## config.mk

```make
export PLATFORM = sky130hd
export DESIGN_NAME = midi_note_playback_tracker
export DESIGN_NICKNAME = d
export VERILOG_FILES = /design/src/rtl/core/mnpt_pkg.sv /design/src/rtl/core/mnpt_fifo.sv /design/src/rtl/core/mnpt_front.sv /design/src/rtl/core/mnpt_back.sv /design/src/rtl/core/midi_note_playback_tracker.sv
export SDC_FILE = /design/constraint.sdc
export NUM_CORES = 1
export LEC_CHECK = 0
export BUFFER_PORTS_ARGS = -buffer_cell sky130_fd_sc_hd__buf_2
export CORE_MARGIN = 1.5
export CORE_UTILIZATION = 45
export CTS_CLUSTER_DIAMETER = 100
export CTS_CLUSTER_SIZE = 24
export DETAILED_ROUTE_END_ITERATION = 6
export SLEW_MARGIN = 20
export SYNTH_ARGS = -nofsm -noshare
export SYNTH_HDL_FRONTEND = slang
export SYNTH_SLANG_ARGS = --single-unit
```

## constraint.sdc

```tcl
create_clock -name clk -period 7.6 [get_ports clk]
set_input_delay 1.52 -clock clk [delete_from_list [all_inputs] [get_ports clk]]
set_output_delay 1.52 -clock clk [all_outputs]
set_load 0.1 [all_outputs]
```

## src/rtl/core/mnpt_pkg.sv

```systemverilog
// ============================================================================
// MIDI note playback tracker package
// Shared request codes, internal word formats and default sizes.
// ============================================================================
package mnpt_pkg;

    // Field widths of the external words.
    localparam int REQ_W  = 3;
    localparam int CHAN_W = 4;
    localparam int KEY_W  = 7;
    localparam int VEL_W  = 7;
    localparam int TICK_W = 32;

    // Default channel count and queue depths.
    localparam int CHANNELS_DEF  = 16;
    localparam int CMD_DEPTH_DEF = 4;
    localparam int OUT_DEPTH_DEF = 2;

    // Request codes on the input word.
    localparam logic [REQ_W-1:0] REQ_TICK_BEGIN = 3'd0;
    localparam logic [REQ_W-1:0] REQ_NOTE_ON    = 3'd1;
    localparam logic [REQ_W-1:0] REQ_NOTE_OFF   = 3'd2;
    localparam logic [REQ_W-1:0] REQ_TICK_END   = 3'd3;
    localparam logic [REQ_W-1:0] REQ_PLAY       = 3'd4;
    localparam logic [REQ_W-1:0] REQ_STOP       = 3'd5;
    localparam logic [REQ_W-1:0] REQ_SEEK       = 3'd6;

    // Command codes passed from the front end to the back end.
    localparam logic [1:0] CMD_SCAN     = 2'd0;
    localparam logic [1:0] CMD_NOTE_ON  = 2'd1;
    localparam logic [1:0] CMD_NOTE_OFF = 2'd2;

    // Message kinds on the result word.
    localparam logic MSG_NOTE_OFF = 1'b0;
    localparam logic MSG_NOTE_ON  = 1'b1;

    // Command word: tick holds the scan tick or the end tick of a new note.
    typedef struct packed {
        logic [1:0]        kind;
        logic [CHAN_W-1:0] channel;
        logic [KEY_W-1:0]  key;
        logic [VEL_W-1:0]  vel;
        logic [TICK_W-1:0] tick;
    } cmd_t;

    // Result word.
    typedef struct packed {
        logic              kind;
        logic [CHAN_W-1:0] channel;
        logic [KEY_W-1:0]  key;
        logic [VEL_W-1:0]  vel;
        logic              last;
    } msg_t;

endpackage

```

## src/rtl/core/mnpt_fifo.sv

```systemverilog
// ============================================================================
// MIDI note playback tracker queue
// Small register queue with push/full and pop/empty on its two sides.
// ============================================================================
module mnpt_fifo #(
    parameter int WIDTH = 8,
    parameter int DEPTH = 2
) (
    input  logic             clk,
    input  logic             rst_n,
    input  logic             push,
    input  logic [WIDTH-1:0] din,
    output logic             full,
    input  logic             pop,
    output logic [WIDTH-1:0] dout,
    output logic             empty
);

    localparam int PTR_W = (DEPTH > 1) ? $clog2(DEPTH) : 1;
    localparam int CNT_W = $clog2(DEPTH + 1);

    logic [WIDTH-1:0] data_reg [DEPTH];
    logic [PTR_W-1:0] wr_ptr_reg, wr_ptr_next;
    logic [PTR_W-1:0] rd_ptr_reg, rd_ptr_next;
    logic [CNT_W-1:0] count_reg, count_next;
    logic             do_push;
    logic             do_pop;

    assign full    = (count_reg == CNT_W'(DEPTH));
    assign empty   = (count_reg == '0);
    assign do_push = push && !full;
    assign do_pop  = pop && !empty;
    assign dout    = data_reg[rd_ptr_reg];

    // Pointer and fill count update.
    always_comb
    begin
        wr_ptr_next = wr_ptr_reg;
        rd_ptr_next = rd_ptr_reg;
        count_next  = count_reg;
        if (do_push)
        begin
            wr_ptr_next = (wr_ptr_reg == PTR_W'(DEPTH - 1)) ? '0 : wr_ptr_reg + 1'b1;
        end
        if (do_pop)
        begin
            rd_ptr_next = (rd_ptr_reg == PTR_W'(DEPTH - 1)) ? '0 : rd_ptr_reg + 1'b1;
        end
        if (do_push && !do_pop)
        begin
            count_next = count_reg + 1'b1;
        end
        else if (do_pop && !do_push)
        begin
            count_next = count_reg - 1'b1;
        end
    end

    always_ff @(posedge clk or negedge rst_n)
    begin
        if (!rst_n)
        begin
            wr_ptr_reg <= '0;
            rd_ptr_reg <= '0;
            count_reg  <= '0;
        end
        else
        begin
            wr_ptr_reg <= wr_ptr_next;
            rd_ptr_reg <= rd_ptr_next;
            count_reg  <= count_next;
        end
    end

    // Storage needs no reset; a slot is read only after it was written.
    always_ff @(posedge clk)
    begin
        if (do_push)
        begin
            data_reg[wr_ptr_reg] <= din;
        end
    end

endmodule

```

## src/rtl/core/mnpt_front.sv

```systemverilog
// ============================================================================
// MIDI note playback tracker front end
// Accepts requests, runs the transport and queues channel commands.
// ============================================================================
module mnpt_front #(
    parameter int CHANNELS = mnpt_pkg::CHANNELS_DEF
) (
    input  logic                        clk,
    input  logic                        rst_n,
    input  logic                        push,
    output logic                        full,
    input  logic [mnpt_pkg::REQ_W-1:0]  req_type,
    input  logic [mnpt_pkg::CHAN_W-1:0] channel,
    input  logic [mnpt_pkg::KEY_W-1:0]  note_key,
    input  logic [mnpt_pkg::VEL_W-1:0]  velocity,
    input  logic [mnpt_pkg::TICK_W-1:0] note_start,
    input  logic [mnpt_pkg::TICK_W-1:0] note_length,
    input  logic [mnpt_pkg::TICK_W-1:0] seek_tick,
    output logic                        cmd_push,
    output mnpt_pkg::cmd_t              cmd_data,
    input  logic                        cmd_full
);

    logic                        running_reg, running_next;
    logic [mnpt_pkg::TICK_W-1:0] tick_reg, tick_next;
    logic                        accept;
    logic                        chan_ok;

    assign full    = cmd_full;
    assign accept  = push && !cmd_full;
    assign chan_ok = (32'(channel) < CHANNELS);

    // Request decode: transport requests finish here, note work is queued.
    always_comb
    begin
        running_next     = running_reg;
        tick_next        = tick_reg;
        cmd_push         = 1'b0;
        cmd_data.kind    = mnpt_pkg::CMD_SCAN;
        cmd_data.channel = channel;
        cmd_data.key     = note_key;
        cmd_data.vel     = velocity;
        cmd_data.tick    = tick_reg;
        if (accept)
        begin
            case (req_type)
                mnpt_pkg::REQ_TICK_BEGIN:
                begin
                    cmd_push = running_reg;
                end
                mnpt_pkg::REQ_NOTE_ON:
                begin
                    cmd_push      = running_reg && chan_ok;
                    cmd_data.kind = mnpt_pkg::CMD_NOTE_ON;
                    cmd_data.tick = note_start + note_length;
                end
                mnpt_pkg::REQ_NOTE_OFF:
                begin
                    cmd_push      = running_reg && chan_ok;
                    cmd_data.kind = mnpt_pkg::CMD_NOTE_OFF;
                end
                mnpt_pkg::REQ_TICK_END:
                begin
                    if (running_reg)
                    begin
                        tick_next = tick_reg + 1'b1;
                    end
                end
                mnpt_pkg::REQ_PLAY:
                begin
                    tick_next    = '0;
                    running_next = 1'b1;
                end
                mnpt_pkg::REQ_STOP:
                begin
                    running_next = 1'b0;
                end
                mnpt_pkg::REQ_SEEK:
                begin
                    tick_next = seek_tick;
                end
                default:
                begin
                end
            endcase
        end
    end

    always_ff @(posedge clk or negedge rst_n)
    begin
        if (!rst_n)
        begin
            running_reg <= 1'b0;
            tick_reg    <= '0;
        end
        else
        begin
            running_reg <= running_next;
            tick_reg    <= tick_next;
        end
    end

endmodule

```

## src/rtl/core/mnpt_back.sv

```systemverilog
// ============================================================================
// MIDI note playback tracker back end
// Holds the per-channel note state and turns commands into note messages.
// ============================================================================
module mnpt_back #(
    parameter int CHANNELS = mnpt_pkg::CHANNELS_DEF
) (
    input  logic           clk,
    input  logic           rst_n,
    input  logic           cmd_empty,
    input  mnpt_pkg::cmd_t cmd_data,
    output logic           cmd_pop,
    output logic           out_push,
    output mnpt_pkg::msg_t out_data,
    input  logic           out_full
);

    localparam int CH_W = (CHANNELS > 1) ? $clog2(CHANNELS) : 1;

    localparam logic [2:0] ST_IDLE     = 3'd0;
    localparam logic [2:0] ST_SCAN     = 3'd1;
    localparam logic [2:0] ST_FLUSH    = 3'd2;
    localparam logic [2:0] ST_OLD_OFF  = 3'd3;
    localparam logic [2:0] ST_NOTE_ON  = 3'd4;
    localparam logic [2:0] ST_NOTE_OFF = 3'd5;

    logic [2:0]                  state_reg, state_next;
    logic [CH_W-1:0]             idx_reg, idx_next;
    mnpt_pkg::cmd_t              cur_reg, cur_next;
    logic                        pend_valid_reg, pend_valid_next;
    mnpt_pkg::msg_t              pend_msg_reg, pend_msg_next;

    logic                        active_reg [CHANNELS];
    logic [mnpt_pkg::KEY_W-1:0]  key_reg [CHANNELS];
    logic [mnpt_pkg::TICK_W-1:0] end_reg [CHANNELS];

    logic [CH_W-1:0]             cur_idx;
    logic [CH_W-1:0]             rd_idx;
    logic                        rd_active;
    logic [mnpt_pkg::KEY_W-1:0]  rd_key;
    logic                        hit;
    logic                        act_wr_en;
    logic                        act_wr_val;
    logic                        note_wr_en;

    // One read port into the channel state: scan index or command channel.
    assign cur_idx   = cur_reg.channel[CH_W-1:0];
    assign rd_idx    = (state_reg == ST_SCAN) ? idx_reg : cur_idx;
    assign rd_active = active_reg[rd_idx];
    assign rd_key    = key_reg[rd_idx];
    assign hit       = rd_active && (cur_reg.tick >= end_reg[rd_idx]);

    // Sequencer.
    always_comb
    begin
        state_next       = state_reg;
        idx_next         = idx_reg;
        cur_next         = cur_reg;
        pend_valid_next  = pend_valid_reg;
        pend_msg_next    = pend_msg_reg;
        cmd_pop          = 1'b0;
        out_push         = 1'b0;
        out_data.kind    = mnpt_pkg::MSG_NOTE_OFF;
        out_data.channel = cur_reg.channel;
        out_data.key     = cur_reg.key;
        out_data.vel     = '0;
        out_data.last    = 1'b1;
        act_wr_en        = 1'b0;
        act_wr_val       = 1'b0;
        note_wr_en       = 1'b0;
        case (state_reg)
            ST_IDLE:
            begin
                if (!cmd_empty)
                begin
                    cmd_pop  = 1'b1;
                    cur_next = cmd_data;
                    idx_next = '0;
                    case (cmd_data.kind)
                        mnpt_pkg::CMD_SCAN:     state_next = ST_SCAN;
                        mnpt_pkg::CMD_NOTE_ON:  state_next = ST_OLD_OFF;
                        mnpt_pkg::CMD_NOTE_OFF: state_next = ST_NOTE_OFF;
                        default:                state_next = ST_IDLE;
                    endcase
                end
            end
            ST_SCAN:
            begin
                // A found note waits in the pending slot until the next one
                // shows it was not the final message.
                if (!(hit && pend_valid_reg && out_full))
                begin
                    if (hit)
                    begin
                        if (pend_valid_reg)
                        begin
                            out_push      = 1'b1;
                            out_data      = pend_msg_reg;
                            out_data.last = 1'b0;
                        end
                        pend_valid_next       = 1'b1;
                        pend_msg_next.kind    = mnpt_pkg::MSG_NOTE_OFF;
                        pend_msg_next.channel = mnpt_pkg::CHAN_W'(idx_reg);
                        pend_msg_next.key     = rd_key;
                        pend_msg_next.vel     = '0;
                        pend_msg_next.last    = 1'b0;
                        act_wr_en             = 1'b1;
                    end
                    if (idx_reg == CH_W'(CHANNELS - 1))
                    begin
                        state_next = ST_FLUSH;
                    end
                    else
                    begin
                        idx_next = idx_reg + 1'b1;
                    end
                end
            end
            ST_FLUSH:
            begin
                if (!pend_valid_reg)
                begin
                    state_next = ST_IDLE;
                end
                else if (!out_full)
                begin
                    out_push        = 1'b1;
                    out_data        = pend_msg_reg;
                    out_data.last   = 1'b1;
                    pend_valid_next = 1'b0;
                    state_next      = ST_IDLE;
                end
            end
            ST_OLD_OFF:
            begin
                // The channel's previous note is released first.
                if (!rd_active)
                begin
                    state_next = ST_NOTE_ON;
                end
                else if (!out_full)
                begin
                    out_push      = 1'b1;
                    out_data.key  = rd_key;
                    out_data.last = 1'b0;
                    state_next    = ST_NOTE_ON;
                end
            end
            ST_NOTE_ON:
            begin
                if (!out_full)
                begin
                    out_push      = 1'b1;
                    out_data.kind = mnpt_pkg::MSG_NOTE_ON;
                    out_data.vel  = cur_reg.vel;
                    act_wr_en     = 1'b1;
                    act_wr_val    = 1'b1;
                    note_wr_en    = 1'b1;
                    state_next    = ST_IDLE;
                end
            end
            ST_NOTE_OFF:
            begin
                if (!out_full)
                begin
                    out_push   = 1'b1;
                    act_wr_en  = 1'b1;
                    state_next = ST_IDLE;
                end
            end
            default:
            begin
                state_next = ST_IDLE;
            end
        endcase
    end

    always_ff @(posedge clk or negedge rst_n)
    begin
        if (!rst_n)
        begin
            state_reg      <= ST_IDLE;
            idx_reg        <= '0;
            pend_valid_reg <= 1'b0;
        end
        else
        begin
            state_reg      <= state_next;
            idx_reg        <= idx_next;
            pend_valid_reg <= pend_valid_next;
        end
    end

    // Command and pending message payload.
    always_ff @(posedge clk)
    begin
        cur_reg      <= cur_next;
        pend_msg_reg <= pend_msg_next;
    end

    // Active flags reset to idle; key and end tick are read only when active.
    always_ff @(posedge clk or negedge rst_n)
    begin
        if (!rst_n)
        begin
            for (int i = 0; i < CHANNELS; i++)
            begin
                active_reg[i] <= 1'b0;
            end
        end
        else if (act_wr_en)
        begin
            active_reg[rd_idx] <= act_wr_val;
        end
    end

    always_ff @(posedge clk)
    begin
        if (note_wr_en)
        begin
            key_reg[cur_idx] <= cur_reg.key;
            end_reg[cur_idx] <= cur_reg.tick;
        end
    end

    // A message is never pushed into a full result queue.
    assert property (@(posedge clk) disable iff (!rst_n) out_push |-> !out_full)
        else $error("result pushed while queue full");

    // Commands are taken only when idle and one is waiting.
    assert property (@(posedge clk) disable iff (!rst_n)
        cmd_pop |-> (state_reg == ST_IDLE) && !cmd_empty)
        else $error("command popped outside idle");

    // No scan result may be left pending once the sequencer is idle.
    assert property (@(posedge clk) disable iff (!rst_n)
        (state_reg == ST_IDLE) |-> !pend_valid_reg)
        else $error("pending message left behind");

    // A started note leaves its channel active.
    assert property (@(posedge clk) disable iff (!rst_n)
        note_wr_en |=> active_reg[$past(cur_idx)])
        else $error("note on did not mark channel active");

endmodule

```

## src/rtl/core/midi_note_playback_tracker.sv

```systemverilog
// ============================================================================
// MIDI note playback tracker
// Transport-driven tracker of one sounding note per channel.
// ============================================================================
// Requests enter through a queue-style port (push/full) and note messages
// leave through another (empty/pop). The front end takes one request per
// cycle while the command queue has room: play, stop, seek and tick_end
// finish there at once, while tick_begin, note_on and note_off are queued
// as commands while running (up to CMD_DEPTH deep) for the back end, which
// owns the per-channel state and has one read port into it. A tick_begin
// makes the back end compare one channel per cycle, unless a found note
// waits for room in the result queue, then send the final message. A note_on
// first releases the channel's old note, if any. Every message needs a free
// slot in the OUT_DEPTH-deep result queue; a request's final message carries last = 1.
module midi_note_playback_tracker #(
    parameter int CHANNELS  = mnpt_pkg::CHANNELS_DEF,
    parameter int CMD_DEPTH = mnpt_pkg::CMD_DEPTH_DEF,
    parameter int OUT_DEPTH = mnpt_pkg::OUT_DEPTH_DEF
) (
    input  logic                        clk,
    input  logic                        rst_n,
    input  logic                        push,
    output logic                        full,
    input  logic [mnpt_pkg::REQ_W-1:0]  req_type,
    input  logic [mnpt_pkg::CHAN_W-1:0] channel,
    input  logic [mnpt_pkg::KEY_W-1:0]  note_key,
    input  logic [mnpt_pkg::VEL_W-1:0]  velocity,
    input  logic [mnpt_pkg::TICK_W-1:0] note_start,
    input  logic [mnpt_pkg::TICK_W-1:0] note_length,
    input  logic [mnpt_pkg::TICK_W-1:0] seek_tick,
    output logic                        empty,
    input  logic                        pop,
    output logic                        msg_kind,
    output logic [mnpt_pkg::CHAN_W-1:0] out_channel,
    output logic [mnpt_pkg::KEY_W-1:0]  out_key,
    output logic [mnpt_pkg::VEL_W-1:0]  out_velocity,
    output logic                        last
);

    localparam int CMD_W = $bits(mnpt_pkg::cmd_t);
    localparam int MSG_W = $bits(mnpt_pkg::msg_t);

    logic             cmd_push;
    mnpt_pkg::cmd_t   cmd_in;
    logic             cmd_full;
    logic             cmd_pop;
    logic [CMD_W-1:0] cmd_out_bits;
    logic             cmd_empty;
    logic             out_push;
    mnpt_pkg::msg_t   msg_in;
    logic             out_full;
    logic [MSG_W-1:0] msg_out_bits;
    mnpt_pkg::msg_t   msg_out;

    // Request decode and transport.
    mnpt_front #(
        .CHANNELS (CHANNELS)
    ) u_front (
        .clk         (clk),
        .rst_n       (rst_n),
        .push        (push),
        .full        (full),
        .req_type    (req_type),
        .channel     (channel),
        .note_key    (note_key),
        .velocity    (velocity),
        .note_start  (note_start),
        .note_length (note_length),
        .seek_tick   (seek_tick),
        .cmd_push    (cmd_push),
        .cmd_data    (cmd_in),
        .cmd_full    (cmd_full)
    );

    // Command queue between the two halves.
    mnpt_fifo #(
        .WIDTH (CMD_W),
        .DEPTH (CMD_DEPTH)
    ) u_cmd_fifo (
        .clk   (clk),
        .rst_n (rst_n),
        .push  (cmd_push),
        .din   (cmd_in),
        .full  (cmd_full),
        .pop   (cmd_pop),
        .dout  (cmd_out_bits),
        .empty (cmd_empty)
    );

    // Channel state and message generation.
    mnpt_back #(
        .CHANNELS (CHANNELS)
    ) u_back (
        .clk       (clk),
        .rst_n     (rst_n),
        .cmd_empty (cmd_empty),
        .cmd_data  (mnpt_pkg::cmd_t'(cmd_out_bits)),
        .cmd_pop   (cmd_pop),
        .out_push  (out_push),
        .out_data  (msg_in),
        .out_full  (out_full)
    );

    // Result queue toward the consumer.
    mnpt_fifo #(
        .WIDTH (MSG_W),
        .DEPTH (OUT_DEPTH)
    ) u_out_fifo (
        .clk   (clk),
        .rst_n (rst_n),
        .push  (out_push),
        .din   (msg_in),
        .full  (out_full),
        .pop   (pop),
        .dout  (msg_out_bits),
        .empty (empty)
    );

    assign msg_out      = mnpt_pkg::msg_t'(msg_out_bits);
    assign msg_kind     = msg_out.kind;
    assign out_channel  = msg_out.channel;
    assign out_key      = msg_out.key;
    assign out_velocity = msg_out.vel;
    assign last         = msg_out.last;

endmodule

```

# After elaboration in Yosys (flattened, before gate mapping)
# Memory sizes are Yosys's and may differ from the RTL's.
# Index checks and enable logic that the tools add are counted.
# word_totals
reg_bits	129
ramBits	872
memories	4
# op_classes
addsub	11
n_lt_le_gt_ge	3
n_eq_ne	25
mux	75
bitwise	3
n_reduce_logical	41
# mem_list
name	depth	word_bits	read_ports	rd_ports_with_merged_regs	write_ports	line_no	rtl
u_back.end_reg	16	32	1	0	1	mnpt_back.sv:35	logic [mnpt_pkg::TICK_W-1:0] end_reg [CHANNELS];
u_cmd_fifo.data_reg	4	52	1	0	1	mnpt_fifo.sv:22	logic [WIDTH-1:0] data_reg [DEPTH];
u_back.key_reg	16	7	1	0	1	mnpt_back.sv:34	logic [mnpt_pkg::KEY_W-1:0] key_reg [CHANNELS];
u_out_fifo.data_reg	2	20	1	0	1	mnpt_fifo.sv:22	
# ops
op	count
$mux 32	3
$pmux 32 s3	1
$mux 20	3
$pmux 7 s3	2
$mux 19	2
$add 32x1->32 const B	1
$add 32x32->32	1
$ge 32x32->1	1
$mux 1	29
$mux 3	9
$mux 7	3
$eq 3x3->1 const B	6
$bwmux 16	1
$mux 4	4
$pmux 4 s2	2
$pmux 3 s5	1
$logic_and 1x1->1	13
$eq 3x2->1 const B	4
$mux 2	5
$reduce_bool 2->1	5
$logic_not 3->1	3
$pmux 3 s3	1
$reduce_and 3->1	3
$eq 2x2->1 const B	4
other kinds (29)	51

# Longest topological paths before layout
# depth
ltp_word	16
depth_mapped	26
depth_no_buf	18

# Hierarchy
# Synthesis repeated with hierarchy kept, for this count alone.
# unflattened
cells_unflattened	2636
hier_area_um2	42570.8
# by_module_without_submodules
module	n_inst	cells_each	area_each_um2
mnpt_back	1	1630	28711.3
mnpt_fifo (u_cmd_fifo)	1	309	7941.4
mnpt_front	1	616	4280.4
mnpt_fifo (u_out_fifo)	1	81	1637.8

# Worst setup path after synthesis
# No wires, ideal clock.
# synth_path
path_kind	reg2reg
from	register u_back.state_reg[1]
to	memory u_out_fifo.data_reg[0][0] (netlist name), enable pin
setup_time_ps	399
arrival_ps	5654
t_required_ps	7201
path_slack_ps	1547
stages_incl_launch_ff	22
path_buffers	6
cell_sequence	dfrtp_1 > buf_2 > or3b_1 > buf_2 > mux2i_4 > buf_2 > buf_2 > buf_2 > mux4_2 > nand2_1 > nand3_1 > nand2_1 > ha_1 > and4_1 > nor4bb_1 > a221oi_1 > o21ai_0 > a311oi_1 > nor4_2 > buf_2 > o31a_1 > nor2b_1
# synth_between
elab_chain_len	14
# synth_rtl
item	line_no	rtl
start: declaration	mnpt_back.sv:27	logic [2:0] state_reg, state_next;
start signal: assignment	mnpt_back.sv:188	state_reg <= state_next;
parallel branches: the longest is 10 deep, another holds $mem_v2 16x32	--	
$pmux 1 s4 *	mnpt_back.sv:71	case (state_reg)
$logic_and 1x1->1 *	mnpt_fifo.sv:31	assign do_push = push && !full;
net u_out_fifo.do_push	mnpt_fifo.sv:26	logic do_push;
$mux 1 *	mnpt_fifo.sv:78	if (do_push)
$mux 1 (implied by the code) *	mnpt_fifo.sv:80	data_reg[wr_ptr_reg] <= din;
end: declaration	mnpt_fifo.sv:22	
# Mark *: on every way through the listed nets, which the timed path passes. The select of a mux whose other input is x is not followed.

# Worst setup path in the final report
# layout_path
from	register u_back.state_reg[1]
to	memory u_out_fifo.data_reg[1][3] (netlist name), enable pin
# The elaborated chain is that of the path after synthesis.

==> results.env <==
OUTCOME='finished, final reports clean'
WORSTHOLDSTART='u_back.active_reg[8]$_DFFE_PN0P_'
CLOCK_TREE.BUFFER_DEPTH=3
CTS-ROOT-BUF='sky130_fd_sc_hd__clkbuf_16'
NETLIST_AREA_UM2=41780
CLOCK_EDGE_TRANSITION_AT_THE_REGISTERS_ON_THE_REPORTED_SETUP_AND_HOLD_PATHS_PS=100
CRITICAL_PATH_PEAK_FANOUT=56
P_CLK_SHARE_PCT=16.9
WIRE_LENGTH_OF_THE_FIRST_GLOBAL_ROUTING_PASS_UM=140700
NETLIST-CELL-TYPE-COUNT=72
VIA_PER_INST=5.759
CRIT_PATH_END_KIND='register'
NETS=2789
PORTBUFFERS=142
REPORT.FINAL.HOLD_VIOL_COUNT=0
SEQCELLAREA_UM2=29720
NUM-FILL-CELLS=7536
CHIPWIDTH_UM=307.7
MULTIINPUTGATEAREA_UM2=11650
SYNTHCELLS=2461
CLOCK_TREE.HTREE_LEVEL_COUNT=2
YOSYSWARNINGCOUNT=0
CRITICAL_PATH.STARTPOINT='u_back.state_reg[1]$_DFFE_PN0P_'
CP_SLOWEST_CELL='sky130_fd_sc_hd__nor4_2'
SYNTHTOPCELLSBYCOUNT='sky130_fd_sc_hd__edfxtp_1, sky130_fd_sc_hd__nand2_1, sky130_fd_sc_hd__mux4_2'
YS_FF_LATCH=1001
SYNTH.YOSYS.SEQ_AREA_SHARE_PCT=71.14
TIMING_WORST_SLEW_PIN_VALUE_PS=1095
POST_CTS_BUFFERS=0
NET-SWITCHING-POWER_W=0.005934
DESIGN.DIE.AREA_UM2=94680
NUMBER_OF_ANTENNA_VIOLATIONS_AT_THE_FIRST_CHECK_IN_GLOBAL_ROUTING=6
SLEW_VIOLATIONS=0
CTS_HOLD_REPAIR.BUFFERS=0
PATH_CELLS='or3b_1 > mux2i_4 > buf_12 > buf_12 > mux4_2 > nand2_1 > nand3_1 > nand2_1 > ha_1 > nand4_1 > nor4bb_1 > a221oi_1 > o21ai_0 > a311oi_1 > buf_4 > nor4_2 > o31a_1 > and2_1'
CRITICAL_PATH_ARRIVAL_PS=7170
FINCLKSKEW_PS=29.15
MIN_PERIOD_OVER_PERIOD_PCT=91.14
WORST_HOLD_SLACK_ACROSS_ALL_ENDPOINTS_PS=503.1
SYNTH_FF_TYPE='sky130_fd_sc_hd__edfxtp_1'
FP.DIEH_UM=307.7
POST-SYNTH-TOP-AREA-FRACTION_PCT=67.06
CRITICAL_PATH_REQUIRED_PS=7850
SYN_TO_FINAL_GROWTH_PCT=9.188
ROW_COUNT=111
PLACE_CONGESTION=0.8541
ROUTE.DETAILED.DRC=0
DETAIL_ROUTE.WIRELENGTH_UM=92860
POWER_FRAC_SEQ_PCT=47.8
FIN_TNS_SETUP_PS=0
CP-START-KIND='register'
POWER.STATIC_LEAKAGE_nW=15.26
POST_CTS_RESIZED=0
RSZ0062_AT_GRT='no'
PART_OF_THE_POWER_IN_COMBINATIONAL_LOGIC_PCT=35.3
R2R_START='u_back.state_reg[1]$_DFFE_PN0P_'
GLOBALROUTEOVERFLOWTOTAL=0
SYNTH_ENABLE_FLOP_CELLS=933
MAX_STAGE_DELAY_PS=800
ENDPOINT='u_out_fifo.data_reg[1][3]$_DFFE_PP_'
FINAL_CORE_UTIL_PCT=49.69
CELLPOWERDENSITY_nW_PER_UM2=368.0
SLEW-LIMIT-HEADROOM_PCT=26.63
HPWLAFTERDP_UM=54170
SYNTH.TOP_CELLS.BY_AREA='sky130_fd_sc_hd__edfxtp_1, sky130_fd_sc_hd__mux4_2, sky130_fd_sc_hd__dfrtp_1, sky130_fd_sc_hd__nand2_1, sky130_fd_sc_hd__ha_1'
MAPPEDNETLISTNETS=2659
DETAILEDROUTE.FIRSTITERATIONVIOLATIONS=2233
CLOCK_SINK_COUNT=1001
IOPINCOUNT=143
FIRSTDRTPASSITERS=5
GLOBAL_ROUTE.USAGE.TOTAL_PCT=19.75
ROUTE.DETAILED.WL_PER_INST_UM=24.04
FINAL_PERIOD_MINUS_WORST_SETUP_SLACK_PS=6927
VDD.IR_DROP.WORST_mV=0.2558
LARGEST_REG_FLOPS=512
GRT_PASS1_VIAS=22780
SYN_AREA_PER_CELL_UM2=16.98
ACHIEVABLE-FREQUENCY_MHz=144.4
MOST_COMMON_CELL_IN_THE_SYNTHESIZED_NETLIST='sky130_fd_sc_hd__edfxtp_1'
SWSHARE_PCT=35.35
EFFECTIVE_UTILIZATION_AT_FLOORPLAN_PCT=45.51
SYNTH_ASYNC_SR_FLOP_SHARE_PCT=6.793
SETUP_VIOL_COUNT_FINAL=0
P_INT_W=0.01085
CTS_INSERTED_BUFFERS=47
GRT_MAX_DEGREE=69
CLOCK_LATENCY_PS=630
FLOORPLAN.CORE_AREA_UM2=91800
SYNTH_LARGEST_AREA_CELL='sky130_fd_sc_hd__edfxtp_1'
WORST_HOLD_PATH_TYPE='register to register'
POST_ROUTE_CELLS_DRIVE_ABOVE_1_SHARE_PCT=20.28
TOTAL_NUMBER_OF_VIAS=22240
REG2REG_TO='u_out_fifo.data_reg[1][3]$_DFFE_PP_'
WORST_R2R_PATH_DEPTH=18
TIMING.SETUP.CRITICAL_PATH_CLASS='register to register'
R2R_SETUP_SLACK_PS=670
DRV.MAX_CAP_VIOLATION_COUNT=0
TRITONCTS='built'
DETAIL-ROUTE-ANTENNA-NETS=0
power groups by stage:
stage	Combinational (W)	Sequential, W	Clock, W
3_5_place_dp	0.00597	0.00813	0
6_report	0.00593	0.00802	0.00284
3_3_place_gp	0.00592	0.00806	0
2_1_floorplan	0.00435	0.00772	0
4_1_cts	0.00599	0.00801	0.00293
5_1_grt	0.00648	0.00812	0.00310
placed cells by master (no fill, tap or decap), drive strengths merged, types with 3 or more instances in the layout:
master	n
nor2b	8
o211ai	3
dfrtp	68
and2	29
nor3	32
clkbuf	75
and3	24
nand2	293
o21bai	3
nor3b	6
nand3b	5
nor2	102
nand4	9
a211oi	7
nand3	88
buf	196
a31oi	17
a211o	7
mux2i	30
or3	4
inv	32
a21o	10
xor2	18
mux2	45
nor4	6
nand2b	8
mux4	208
edfxtp	933
ha	75
and4	5
a221oi	3
a21oi	59
o31ai	4
xnor2	16
o31a	3
a32oi	7
a22oi	24
o21ai	125
a2111oi	3
how the worst min path moves through the flow:
stage / depth (start not counted) / to / slack (ps)
global placement: 1 / u_back.active_reg[8]$_DFFE_PN0P_ / 480
CTS: 1 / u_cmd_fifo.count_reg[2]$_DFFE_PN0P_ / 510
global route: 1 / u_back.active_reg[9]$_DFFE_PN0P_ / 530
finish: 1 / u_back.active_reg[8]$_DFFE_PN0P_ / 500
floorplan: 0 / u_back.pend_msg_reg[15]$_DFFE_PP_ / 450
detailed placement: 1 / u_back.active_reg[8]$_DFFE_PN0P_ / 490
stage by stage:
stage / cell area [um^2] / std cells / total power (W) / worst slack, ps
after floorplan: 41780 / 2461 / 0.01207 / 1547
after global placement: 44240 / 3784 / 0.01397 / 766.1
after global routing: 45620 / 3862 / 0.01770 / 165.0
final: 45620 / 3862 / 0.01679 / 673.1
after detailed placement: 44240 / 3784 / 0.01410 / 544.6
after CTS: 45580 / 3860 / 0.01692 / 499.2
critical path, delay by kind of cell, from the launching register on:
family / cells / cell delay, ps
adder cells (fa/ha/maj): 1 / 180
AND/OR/NAND/NOR: 8 / 3270
AO/OA/AOI/OAI: 4 / 710
flip-flops: 1 / 510
buffers and inverters: 3 / 910
multiplexers: 2 / 930
routing by layer:
metal	part of all wire [%]	GRT usage, %
met1	44	28.02
met2	49	32.85
met3	5.0	2.402
met4	2.1	4.433
met5	0.014	0
logic make-up after synthesis:
kind of cell | Yosys count | share of synthesized area, %
AO/OA/AOI/OAI | 293 | 4.259
flip-flops | 1001 | 71.14
buffers and inverters | 146 | 1.405
multiplexers | 283 | 13.23
XOR/XNOR | 34 | 0.7128
adder cells (fa/ha/maj) | 77 | 2.342
AND/OR/NAND/NOR | 627 | 6.915
area by class of cell:
type	count	share of cell area (%)
clock inverter	1	0.01920
sequential	1001	65.16
clock buffer	75	2.902
tap	1243	3.409
timing repair buffer	196	2.715
antenna	1	0.005486
multi-input combinational	1314	25.53
inverter	31	0.2551
Note: power is estimated with default switching activity, not from simulation.
